===== src/rtl/sbsh_pkg.sv =====
`timescale 1ns / 1ps

package sbsh_pkg;

    typedef logic [31:0]      t_word;
    typedef logic [7:0][31:0] t_hash;

    typedef struct packed {
        logic       load;
        logic       step;
        logic [5:0] rnd;
    } t_rnd_ctl;

    localparam t_hash HASH_IV = {
        32'h5be0cd19, 32'h1f83d9ab, 32'h9b05688c, 32'h510e527f,
        32'ha54ff53a, 32'h3c6ef372, 32'hbb67ae85, 32'h6a09e667
    };

    function automatic t_word big_s0(input t_word x);
        return {x[1:0], x[31:2]} ^ {x[12:0], x[31:13]} ^ {x[21:0], x[31:22]};
    endfunction

    function automatic t_word big_s1(input t_word x);
        return {x[5:0], x[31:6]} ^ {x[10:0], x[31:11]} ^ {x[24:0], x[31:25]};
    endfunction

    function automatic t_word small_s0(input t_word x);
        return {x[6:0], x[31:7]} ^ {x[17:0], x[31:18]} ^ {3'b000, x[31:3]};
    endfunction

    function automatic t_word small_s1(input t_word x);
        return {x[16:0], x[31:17]} ^ {x[18:0], x[31:19]} ^ {10'b0, x[31:10]};
    endfunction

    function automatic t_word round_k(input logic [5:0] idx);
        t_word k;
        case (idx)
            6'd0:  k = 32'h428a2f98;
            6'd1:  k = 32'h71374491;
            6'd2:  k = 32'hb5c0fbcf;
            6'd3:  k = 32'he9b5dba5;
            6'd4:  k = 32'h3956c25b;
            6'd5:  k = 32'h59f111f1;
            6'd6:  k = 32'h923f82a4;
            6'd7:  k = 32'hab1c5ed5;
            6'd8:  k = 32'hd807aa98;
            6'd9:  k = 32'h12835b01;
            6'd10: k = 32'h243185be;
            6'd11: k = 32'h550c7dc3;
            6'd12: k = 32'h72be5d74;
            6'd13: k = 32'h80deb1fe;
            6'd14: k = 32'h9bdc06a7;
            6'd15: k = 32'hc19bf174;
            6'd16: k = 32'he49b69c1;
            6'd17: k = 32'hefbe4786;
            6'd18: k = 32'h0fc19dc6;
            6'd19: k = 32'h240ca1cc;
            6'd20: k = 32'h2de92c6f;
            6'd21: k = 32'h4a7484aa;
            6'd22: k = 32'h5cb0a9dc;
            6'd23: k = 32'h76f988da;
            6'd24: k = 32'h983e5152;
            6'd25: k = 32'ha831c66d;
            6'd26: k = 32'hb00327c8;
            6'd27: k = 32'hbf597fc7;
            6'd28: k = 32'hc6e00bf3;
            6'd29: k = 32'hd5a79147;
            6'd30: k = 32'h06ca6351;
            6'd31: k = 32'h14292967;
            6'd32: k = 32'h27b70a85;
            6'd33: k = 32'h2e1b2138;
            6'd34: k = 32'h4d2c6dfc;
            6'd35: k = 32'h53380d13;
            6'd36: k = 32'h650a7354;
            6'd37: k = 32'h766a0abb;
            6'd38: k = 32'h81c2c92e;
            6'd39: k = 32'h92722c85;
            6'd40: k = 32'ha2bfe8a1;
            6'd41: k = 32'ha81a664b;
            6'd42: k = 32'hc24b8b70;
            6'd43: k = 32'hc76c51a3;
            6'd44: k = 32'hd192e819;
            6'd45: k = 32'hd6990624;
            6'd46: k = 32'hf40e3585;
            6'd47: k = 32'h106aa070;
            6'd48: k = 32'h19a4c116;
            6'd49: k = 32'h1e376c08;
            6'd50: k = 32'h2748774c;
            6'd51: k = 32'h34b0bcb5;
            6'd52: k = 32'h391c0cb3;
            6'd53: k = 32'h4ed8aa4a;
            6'd54: k = 32'h5b9cca4f;
            6'd55: k = 32'h682e6ff3;
            6'd56: k = 32'h748f82ee;
            6'd57: k = 32'h78a5636f;
            6'd58: k = 32'h84c87814;
            6'd59: k = 32'h8cc70208;
            6'd60: k = 32'h90befffa;
            6'd61: k = 32'ha4506ceb;
            6'd62: k = 32'hbef9a3f7;
            6'd63: k = 32'hc67178f2;
            default: k = 32'h00000000;
        endcase
        return k;
    endfunction

endpackage


===== src/rtl/sbsh_round.sv =====
`timescale 1ns / 1ps

module sbsh_round (
    input  logic               i_clk,
    input  sbsh_pkg::t_rnd_ctl i_ctl,
    input  sbsh_pkg::t_hash    i_h,
    input  sbsh_pkg::t_word    i_w,
    output sbsh_pkg::t_hash    o_v
);
    import sbsh_pkg::*;

    t_hash r_v;
    t_hash n_v;
    t_word t1;
    t_word t2;

    always_comb begin
        t1 = r_v[7] + big_s1(r_v[4]) + ((r_v[4] & r_v[5]) ^ (~r_v[4] & r_v[6]))
             + round_k(i_ctl.rnd) + i_w;
        t2 = big_s0(r_v[0]) + ((r_v[0] & r_v[1]) ^ (r_v[0] & r_v[2]) ^ (r_v[1] & r_v[2]));
        n_v[7] = r_v[6];
        n_v[6] = r_v[5];
        n_v[5] = r_v[4];
        n_v[4] = r_v[3] + t1;
        n_v[3] = r_v[2];
        n_v[2] = r_v[1];
        n_v[1] = r_v[0];
        n_v[0] = t1 + t2;
    end

    always_ff @(posedge i_clk) begin
        if (i_ctl.load) begin
            r_v <= i_h;
        end else if (i_ctl.step) begin
            r_v <= n_v;
        end
    end

    assign o_v = r_v;

endmodule


===== src/rtl/sha256_byte_stream_hasher.sv =====
`timescale 1ns / 1ps

// SHA-256 over a byte stream, one byte per absorb item. An absorb item that
// fills a 64-byte block stalls the input while the block is compressed one
// round per cycle (load, 64 rounds, hash update). A finish item pads one byte
// per cycle through the block shift register up to the end of the block
// (64 - n pad bytes for n pending bytes), then compresses; with 56 or more
// bytes pending a second block of 64 pad bytes and a second compression
// follow. The eight digest words then leave word 0 first, one per cycle
// unless the output is stalled, and the next item is taken once the last
// word is registered.
module sha256_byte_stream_hasher (
    input  logic        i_clk,
    input  logic        i_rst_n,
    input  logic        i_valid,
    output logic        o_stall,
    input  logic        i_command,
    input  logic [7:0]  i_data_byte,
    output logic        o_valid,
    input  logic        i_stall,
    output logic [31:0] o_digest_word,
    output logic [2:0]  o_word_index,
    output logic        o_last_word
);
    import sbsh_pkg::*;

    typedef enum logic [5:0] {
        S_IDLE = 6'b000001,
        S_PAD  = 6'b000010,
        S_LOAD = 6'b000100,
        S_COMP = 6'b001000,
        S_ADD  = 6'b010000,
        S_EMIT = 6'b100000
    } t_state;

    t_state       r_state, n_state;
    logic [5:0]   r_fill, n_fill;
    logic [60:0]  r_cnt, n_cnt;
    logic [63:0]  r_len, n_len;
    logic         r_mark, n_mark;
    logic         r_lenok, n_lenok;
    logic         r_fin, n_fin;
    logic [5:0]   r_rnd, n_rnd;
    logic [2:0]   r_idx, n_idx;
    t_hash        r_h, n_h;
    logic [511:0] r_blk, n_blk;
    logic         r_ovalid, n_ovalid;
    logic [31:0]  r_oword, n_oword;
    logic [2:0]   r_oidx, n_oidx;
    logic         r_olast, n_olast;

    t_rnd_ctl     rnd_ctl;
    t_hash        vars;
    t_word        w_new;
    logic         len_slot;
    logic [7:0]   pad_byte;

    sbsh_round u_round (
        .i_clk (i_clk),
        .i_ctl (rnd_ctl),
        .i_h   (r_h),
        .i_w   (r_blk[511:480]),
        .o_v   (vars)
    );

    always_comb begin
        w_new = r_blk[511:480] + small_s0(r_blk[479:448]) + r_blk[223:192]
                + small_s1(r_blk[63:32]);
        len_slot = r_lenok && (r_fill >= 6'd56);
        pad_byte = r_mark ? 8'h80 : (len_slot ? r_len[63:56] : 8'h00);

        n_state  = r_state;
        n_fill   = r_fill;
        n_cnt    = r_cnt;
        n_len    = r_len;
        n_mark   = r_mark;
        n_lenok  = r_lenok;
        n_fin    = r_fin;
        n_rnd    = r_rnd;
        n_idx    = r_idx;
        n_h      = r_h;
        n_blk    = r_blk;
        n_ovalid = r_ovalid;
        n_oword  = r_oword;
        n_oidx   = r_oidx;
        n_olast  = r_olast;
        rnd_ctl      = '0;
        rnd_ctl.rnd  = r_rnd;

        if (r_ovalid && !i_stall) begin
            n_ovalid = 1'b0;
        end

        case (r_state)
            S_IDLE: begin
                if (i_valid) begin
                    if (!i_command) begin
                        n_blk  = {r_blk[503:0], i_data_byte};
                        n_fill = r_fill + 6'd1;
                        n_cnt  = r_cnt + 61'd1;
                        n_fin  = 1'b0;
                        if (r_fill == 6'd63) begin
                            n_state = S_LOAD;
                        end
                    end else begin
                        n_len   = {r_cnt, 3'b000};
                        n_cnt   = '0;
                        n_mark  = 1'b1;
                        n_lenok = (r_fill < 6'd56);
                        n_fin   = 1'b1;
                        n_state = S_PAD;
                    end
                end
            end
            S_PAD: begin
                n_blk  = {r_blk[503:0], pad_byte};
                n_mark = 1'b0;
                if (len_slot) begin
                    n_len = {r_len[55:0], 8'h00};
                end
                n_fill = r_fill + 6'd1;
                if (r_fill == 6'd63) begin
                    n_state = S_LOAD;
                end
            end
            S_LOAD: begin
                rnd_ctl.load = 1'b1;
                n_rnd   = '0;
                n_state = S_COMP;
            end
            S_COMP: begin
                rnd_ctl.step = 1'b1;
                n_blk = {r_blk[479:0], w_new};
                n_rnd = r_rnd + 6'd1;
                if (r_rnd == 6'd63) begin
                    n_state = S_ADD;
                end
            end
            S_ADD: begin
                for (int i = 0; i < 8; i++) begin
                    n_h[i] = r_h[i] + vars[i];
                end
                if (!r_fin) begin
                    n_state = S_IDLE;
                end else if (r_lenok) begin
                    n_idx   = '0;
                    n_state = S_EMIT;
                end else begin
                    n_lenok = 1'b1;
                    n_state = S_PAD;
                end
            end
            S_EMIT: begin
                if (!r_ovalid || !i_stall) begin
                    n_ovalid = 1'b1;
                    n_oword  = r_h[r_idx];
                    n_oidx   = r_idx;
                    n_olast  = (r_idx == 3'd7);
                    n_idx    = r_idx + 3'd1;
                    if (r_idx == 3'd7) begin
                        n_h     = HASH_IV;
                        n_fin   = 1'b0;
                        n_state = S_IDLE;
                    end
                end
            end
            default: begin
                n_state = S_IDLE;
            end
        endcase
    end

    always_ff @(posedge i_clk) begin
        if (!i_rst_n) begin
            r_state  <= S_IDLE;
            r_fill   <= '0;
            r_cnt    <= '0;
            r_mark   <= 1'b0;
            r_lenok  <= 1'b0;
            r_fin    <= 1'b0;
            r_rnd    <= '0;
            r_idx    <= '0;
            r_h      <= HASH_IV;
            r_ovalid <= 1'b0;
        end else begin
            r_state  <= n_state;
            r_fill   <= n_fill;
            r_cnt    <= n_cnt;
            r_mark   <= n_mark;
            r_lenok  <= n_lenok;
            r_fin    <= n_fin;
            r_rnd    <= n_rnd;
            r_idx    <= n_idx;
            r_h      <= n_h;
            r_ovalid <= n_ovalid;
        end
    end

    always_ff @(posedge i_clk) begin
        r_len   <= n_len;
        r_blk   <= n_blk;
        r_oword <= n_oword;
        r_oidx  <= n_oidx;
        r_olast <= n_olast;
    end

    assign o_stall       = (r_state != S_IDLE);
    assign o_valid       = r_ovalid;
    assign o_digest_word = r_oword;
    assign o_word_index  = r_oidx;
    assign o_last_word   = r_olast;

endmodule

===== config.mk =====
export PLATFORM = sky130hd
export DESIGN_NAME = sha256_byte_stream_hasher
export DESIGN_NICKNAME = d
export VERILOG_FILES = /design/src/rtl/sbsh_pkg.sv /design/src/rtl/sbsh_round.sv /design/src/rtl/sha256_byte_stream_hasher.sv
export SDC_FILE = /design/constraint.sdc
export NUM_CORES = 2
export LEC_CHECK = 0
export ABC_AREA = 1
export BUFFER_PORTS_ARGS = -buffer_cell sky130_fd_sc_hd__clkbuf_2
export CELL_PAD_IN_SITES_DETAIL_PLACEMENT = 1
export CELL_PAD_IN_SITES_GLOBAL_PLACEMENT = 1
export CORE_UTILIZATION = 45
export CTS_CLUSTER_DIAMETER = 200
export DETAILED_ROUTE_END_ITERATION = 6
export PLACE_DENSITY = 0.78
export SYNTH_ARGS = -nofsm -noshare
export SYNTH_HDL_FRONTEND = slang
export SYNTH_SLANG_ARGS = --single-unit

===== constraint.sdc =====
create_clock -name i_clk -period 16.35 [get_ports i_clk]
set_clock_uncertainty 0.05 [all_clocks]
set_input_delay 1.635 -clock i_clk [delete_from_list [all_inputs] [get_ports i_clk]]
set_output_delay 1.635 -clock i_clk [all_outputs]
set_load 0.05 [all_outputs]

Word-level counts from Yosys, hierarchy flattened
Memories as Yosys holds them, arrays and structs flattened. A register that Yosys moved wholly into a read port is not among the register bits.
Cells that the tools add are included.
{ "totals": {"register_bits": 1210, "romBits": 2048, "input_bits": 13, "output_inout_bits": 38, "wordCells": 168, "memories": 1} }
{ "op_classes": {"addsub": 22, "order_cmp": 3, "eq_ne": 19, "n_mux": 53, "bitwise": 17, "n_reduce_logical": 23} }
{ "memory_table": {"columns": ["memory", "depth", "width", "rd", "rd_clocked_by_memory_dff", "wr", "line_no", "source"], "rows": [
  ["(name not given)", 64, 32, 1, 1, 0, "sbsh_pkg.sv:37", "case (idx)"]
]} }
{ "ops": {"columns": ["cell", "count"], "rows": [
  ["case mux 512 bit (3 select lines)", 1],
  ["2-to-1 mux 256 bit", 4],
  ["2-to-1 mux 512 bit", 2],
  ["adder 32 bit", 18],
  ["case mux 256 bit (2 select lines)", 1],
  ["XOR 32 bit", 9],
  ["2-to-1 mux 64 bit", 3],
  ["bitwise AND 32 bit", 5],
  ["case mux 64 bit (2 select lines)", 1],
  ["binary-select mux 32 bit (select 3 bit)", 1],
  ["2-to-1 mux 6 bit", 12],
  ["adder 61 x 1 -> 61 bit, second input constant", 1],
  ["2-to-1 mux 61 bit", 1],
  ["case mux 6 bit (6 select lines)", 1],
  ["2-to-1 mux 32 bit", 1],
  ["inverter 32 bit", 1],
  ["XOR 32 x 22 -> 32 bit", 1],
  ["XOR 32 x 29 -> 32 bit", 1],
  ["case mux 6 bit (2 select lines)", 2],
  ["AND reduction 4 bit", 5],
  ["equality test 6 bit, second input constant", 3],
  ["inequality test 2 bit, second input constant", 9],
  ["2-to-1 mux 8 bit", 2],
  ["2-to-1 mux 1 bit", 14],
  ["22 further kinds", 38]
]} }

Longest topological paths before layout
{ "depth": {"depth_word": 9, "ltp_mapped": 36, "ltp_nobuf": 36} }

Modules after synthesis
A second synthesis with hierarchy kept.
{ "unflattened": {"cells_unflattened": 12554, "area_unflattened_um2": 88418.6} }
{ "by_module_without_submodules": {"columns": ["mod", "instances", "cells_each", "area_per_inst_um2", "seq_area_each_um2"], "rows": [
  ["sha256_byte_stream_hasher", 1, 9277, 64020.2, 25134.1],
  ["sbsh_round", 1, 3277, 24398.4, 7687.4]
]} }

Worst setup path before layout
No wires, ideal clock.
{ "synth_path": {"path_kind": "input -> register", "from": "in i_command", "to": "reg r_blk[0] (enable)", "setup_ns": 3.664, "arrival_time_ns": 9.970, "required_time_ns": 12.636, "path_slack_ns": 2.666, "path_stages": 3, "path_buffers": 0, "cell_sequence": "nor2_1 -> nand2_1 -> nand2_1"} }
{ "synth_via": {"elab_chain_cells": 2} }
{ "synth_lines": {"columns": ["item", "line_no", "source"], "rows": [
  ["from (decl)", "sha256_byte_stream_hasher.sv:17", "input logic i_command,"],
  ["inequality test 2 bit (no source line)", null, null],
  ["AND reduction 3 bit (no source line)", null, null],
  ["to (signal assigned)", "sha256_byte_stream_hasher.sv:201", "r_blk <= n_blk;"],
  ["to (decl)", "sha256_byte_stream_hasher.sv:46", "logic [511:0] r_blk, n_blk;"]
]} }
Every way passes these cells.
A chain may end at the register's enable or synchronous reset.

Worst setup path in the final report
{ "layout_path": {"from": "reg u_round.r_v (netlist bit u_round.o_v[129])", "to": "reg u_round.r_v (netlist bit u_round.o_v[158]), data pin"} }
{ "layout_via": {"elab_chain_cells": 9, "word_cells_on_any_way": 13, "classes_between": "5 x add/sub; 2 x mux; 6 x bitwise"} }
{ "layout_lines": {"columns": ["item", "line_no", "source"], "rows": [
  ["from (decl)", "sbsh_round.sv:12", "t_hash r_v;"],
  ["from (signal assigned)", "sbsh_round.sv:33", "r_v <= i_h;"],
  ["from (signal assigned)", "sbsh_round.sv:35", "r_v <= n_v;"],
  ["XOR 32 bit or inverter 32 bit (tied branches)", "sbsh_pkg.sv:24, sbsh_round.sv:18", null],
  ["XOR 32 bit or bitwise AND 32 bit (tied branches)", "sbsh_pkg.sv:24, sbsh_round.sv:18", null],
  ["adder 32 bit or XOR 32 bit (tied branches)", "sbsh_round.sv:18", "t1 = r_v[7] + big_s1(r_v[4]) + ((r_v[4] & r_v[5]) ^ (~r_v[4] & r_v[6]))"],
  ["adder 32 bit *", "sbsh_round.sv:18", null],
  ["adder 32 bit * (2 in series)", "sbsh_round.sv:19", "+ round_k(i_ctl.rnd) + i_w;"],
  ["adder 32 bit *", "sbsh_round.sv:24", "n_v[4] = r_v[3] + t1;"],
  ["2-to-1 mux 256 bit *", "sbsh_round.sv:34", "end else if (i_ctl.step) begin"],
  ["2-to-1 mux 256 bit *", "sbsh_round.sv:32", "if (i_ctl.load) begin"]
]} }
Mark *: on every way between the ends. The rest lies on a longest branch, timed or not. The select of a mux whose other input is x is not followed.

==> summary.md <==
| Metric | Value |
|---|---|
| Post-synthesis instance area | `85,700 um^2` |
| Yosys warnings | `0` |
| Worst hold path depth | `1` |
| Library cells used by synthesis | `58` |
| Hold Vio Cnt, Final | `0` |
| Relative slew slack | `8.51%` |
| Worst Tran Pin Value | `1370 ps` |
| Via count | `83,182` |
| Hold Startpoint | `r_cnt[31]` |
| Wirelength per Cell | `28.4 um` |
| Sinks on Clock Net | `1,239` |
| HPWL after DPL | `304 mm` |
| WHS Endpoint | `r_cnt[31]` |
| CP max stage delay | `870 ps` |
| Worst-skew pair later-pin latency | `850 ps` |
| Core area | `188,000 um^2` |
| Critical Path AT | `8210 ps` |
| Crit path cell chain | `o21ai_0 > fa_1 > fa_1 > fa_1 > inv_1 > ha_1 > fa_1 > nand3_1 > nand3_1 > a21oi_1 > o21ai_0 > a21oi_1 > xnor2_1 > ha_1 > nand2_1 > nor2_1 > nand4_1 > o21ai_0 > nand4_1 > nand2_1 > nor2_1 > o21ai_0` |
| Port Buffer Count | `50` |
| Largest net degree at the start of global routing | `190` |
| Final nets | `11,829` |
| MaxCap Viol Count | `0` |
| Syn Area/Cell | `7.50 um^2` |
| Initial Utilization | `45.5%` |
| Detail Route Antenna Nets | `0` |
| Setup slack, reg-to-reg | `8580 ps` |
| Slew Limit Fails | `0` |
| Die width | `438 um` |
| CTS H-tree depth | `4` |
| Leakage | `0.0398 uW` |
| Post-DP Area | `88,000 um^2` |
| Initial antenna violation count | `19` |
| Async set-reset flop share out of synthesis | `0%` |
| Peak Freq | `129 MHz` |
| CP max FO | `7` |
| Post-synthesis cell count | `11,420` |
| Status | `finished clean` |
| CTS tree | `done` |
| Crit path from | `u_round.o_v[129]` |
| Final setup vio count | `0` |
| Seq/Total Area, Yosys | `39.1%` |
| Peak VDD IR | `0.0000868 V` |
| Die Span Y | `438 um` |
| Routability congestion estimate from global placement | `1.07` |
| PwrDens | `103 nW/um^2` |
| CP max-delay cell | `o21ai_0` |
| Gr usage total | `40.2%` |
| Post-CTS Hold Buffers | `0` |
| Register bit total from synthesis | `1,239` |
| Die area | `192,000 um^2` |
| Share of cells above drive strength 1 | `4.02%` |
| First-pass detailed-route iteration total | `6` |
| Commonest register cell after synthesis | `edfxtp_1` |
| RSZ-0062 raised after global routing | `false` |
| Mapped Nets | `12,022` |
| Row Count | `159` |
| Boundary Pins | `51` |
| TNS Setup | `0 ps` |
| Root Driver | `clkbuf_16` |
| Critical path launch point type | `flop` |
| Vias in the first global route | `84,074` |
| Worst-case clock buffer depth | `3` |
| Worst r2r dst | `u_round.o_v[158]` |
| Drt initial violations | `9,033` |
| Worst-path clk slew | `60 ps` |
| Worst r2r src | `u_round.o_v[129]` |
| P&R area growth vs syn | `8.51%` |
| Overflow after GRT | `0` |
| First-pass GRT wire length | `568 mm` |
| Setup CP Type | `flop to flop` |
| Drt drc | `0` |
| Post-synth EDFFs | `865` |
| Post-CTS Resized | `0` |
| Via density | `6.01` |
| Final worst-path cycle share | `47.5%` |
| Design area | `92,900 um^2` |
| Worst R2R Path Depth | `22` |
| Post-Route WL | `393 mm` |
| Post-CTS Setup Bufs | `0` |
| Setup crit end kind | `flop` |
| Crit path required time | `16,790 ps` |
| TritonCTS Buffers | `148` |
| Minimum clock period | `7770 ps` |
| Final core utilization | `49.3%` |
| HP Class | `flop to flop` |
-- metal layers --
layer | GRT usage, % | up-vias | part of all wire, %
met4 | 18.5 | 8 | 5.3
met3 | 9.75 | 816 | 10
met1 | 54.2 | 41375 | 42
li1 | - | 37261 | -
met5 | 0 | - | 0.014
met2 | 60.6 | 3722 | 43
-- cell type report --
class,instances,area (um^2)
fillers,23309,95500
multi-input cells,8441,45700
flip-flops and latches,1239,33500
inverters,1266,4770
clock buffers,193,4030
well taps,2495,3120
clock inverters,82,952
repair buffers,131,908
diodes,5,12.5
-- stage by stage --
step | cells | hold slack, ps | worst slack (ps) | power [uW]
after global placement | 13572 | 407 | 8820 | 6050
after floorplan | 11420 | 382 | 2670 | 5260
after global routing | 13847 | 448 | 8420 | 9900
after detailed placement | 13572 | 415 | 8830 | 6080
final | 13852 | 437 | 8580 | 9550
after CTS | 13847 | 427 | 8760 | 9520
-- power breakdown --
group	switching, uW	internal, uW
Combinational	1720	751
Sequential	91.3	3530
Clock	1500	1950
Total	3320	6240
-- critical path: cells and delay by family, from the launching register on --
| kind | cells | cell delay, ps |
|---|---|---|
| AOI/OAI and AO/OA | 6 | 2760 |
| xor gates and xnor gates | 1 | 240 |
| adders and majority gates | 6 | 2580 |
| buffers and inverters | 1 | 50 |
| DFF | 1 | 520 |
| and+or+nand+nor | 8 | 1260 |
-- worst max-delay path by stage --
stage	to	slack, ps
final	u_round.o_v[158]	8580
after global routing	u_round.o_v[158]	8420
after CTS	u_round.o_v[158]	8760
after detailed placement	u_round.o_v[158]	8830
after global placement	u_round.o_v[158]	8820
after floorplan	r_blk[0]	2670
-- registers in the layout, summed over array words and instances, names as in the netlist, 32 cells and up, named ones only --
name / flops
r_h: 256
u_round.o_v: 256
r_cnt: 61
r_blk: 512
r_len: 61
o_digest_word: 32
-- Yosys cell counts (148+ instances only) --
library cell,n,share of area [%]
ha_1,394,5.8
nand3_1,587,3.4
o21ai_0,945,5.5
dfxtp_1,374,8.7
edfxtp_1,865,30
nor2_1,650,2.8
inv_1,1248,5.5
nand4_1,148,1.1
xnor2_1,175,1.8
xor2_1,195,2.0
nand2_1,3643,16
fa_1,195,4.6
clkbuf_1,415,1.8
a21oi_1,841,4.9
-- layout by cell type (no fill, tap or decap), drive strengths merged, types with 242 or more instances in the layout --
master,Yosys,routed
o21ai,965,965
ha,394,394
inv,1261,1269
nand2,3647,3647
edfxtp,865,865
nand3,591,591
dfxtp,374,374
nor2,659,659
a21oi,842,842
clkbuf,415,242
-- logic make-up after synthesis --
group                    synth area share, %
XOR/XNOR                                3.78
AND/OR/NAND/NOR                         25.2
multiplexers                          0.0131
flip-flops                              39.1
buffers and inverters                   7.70
AO/OA/AOI/OAI                           13.7
adder cells (fa/ha/maj)                 10.5
No activity file was read; power rests on OpenSTA's default activity.
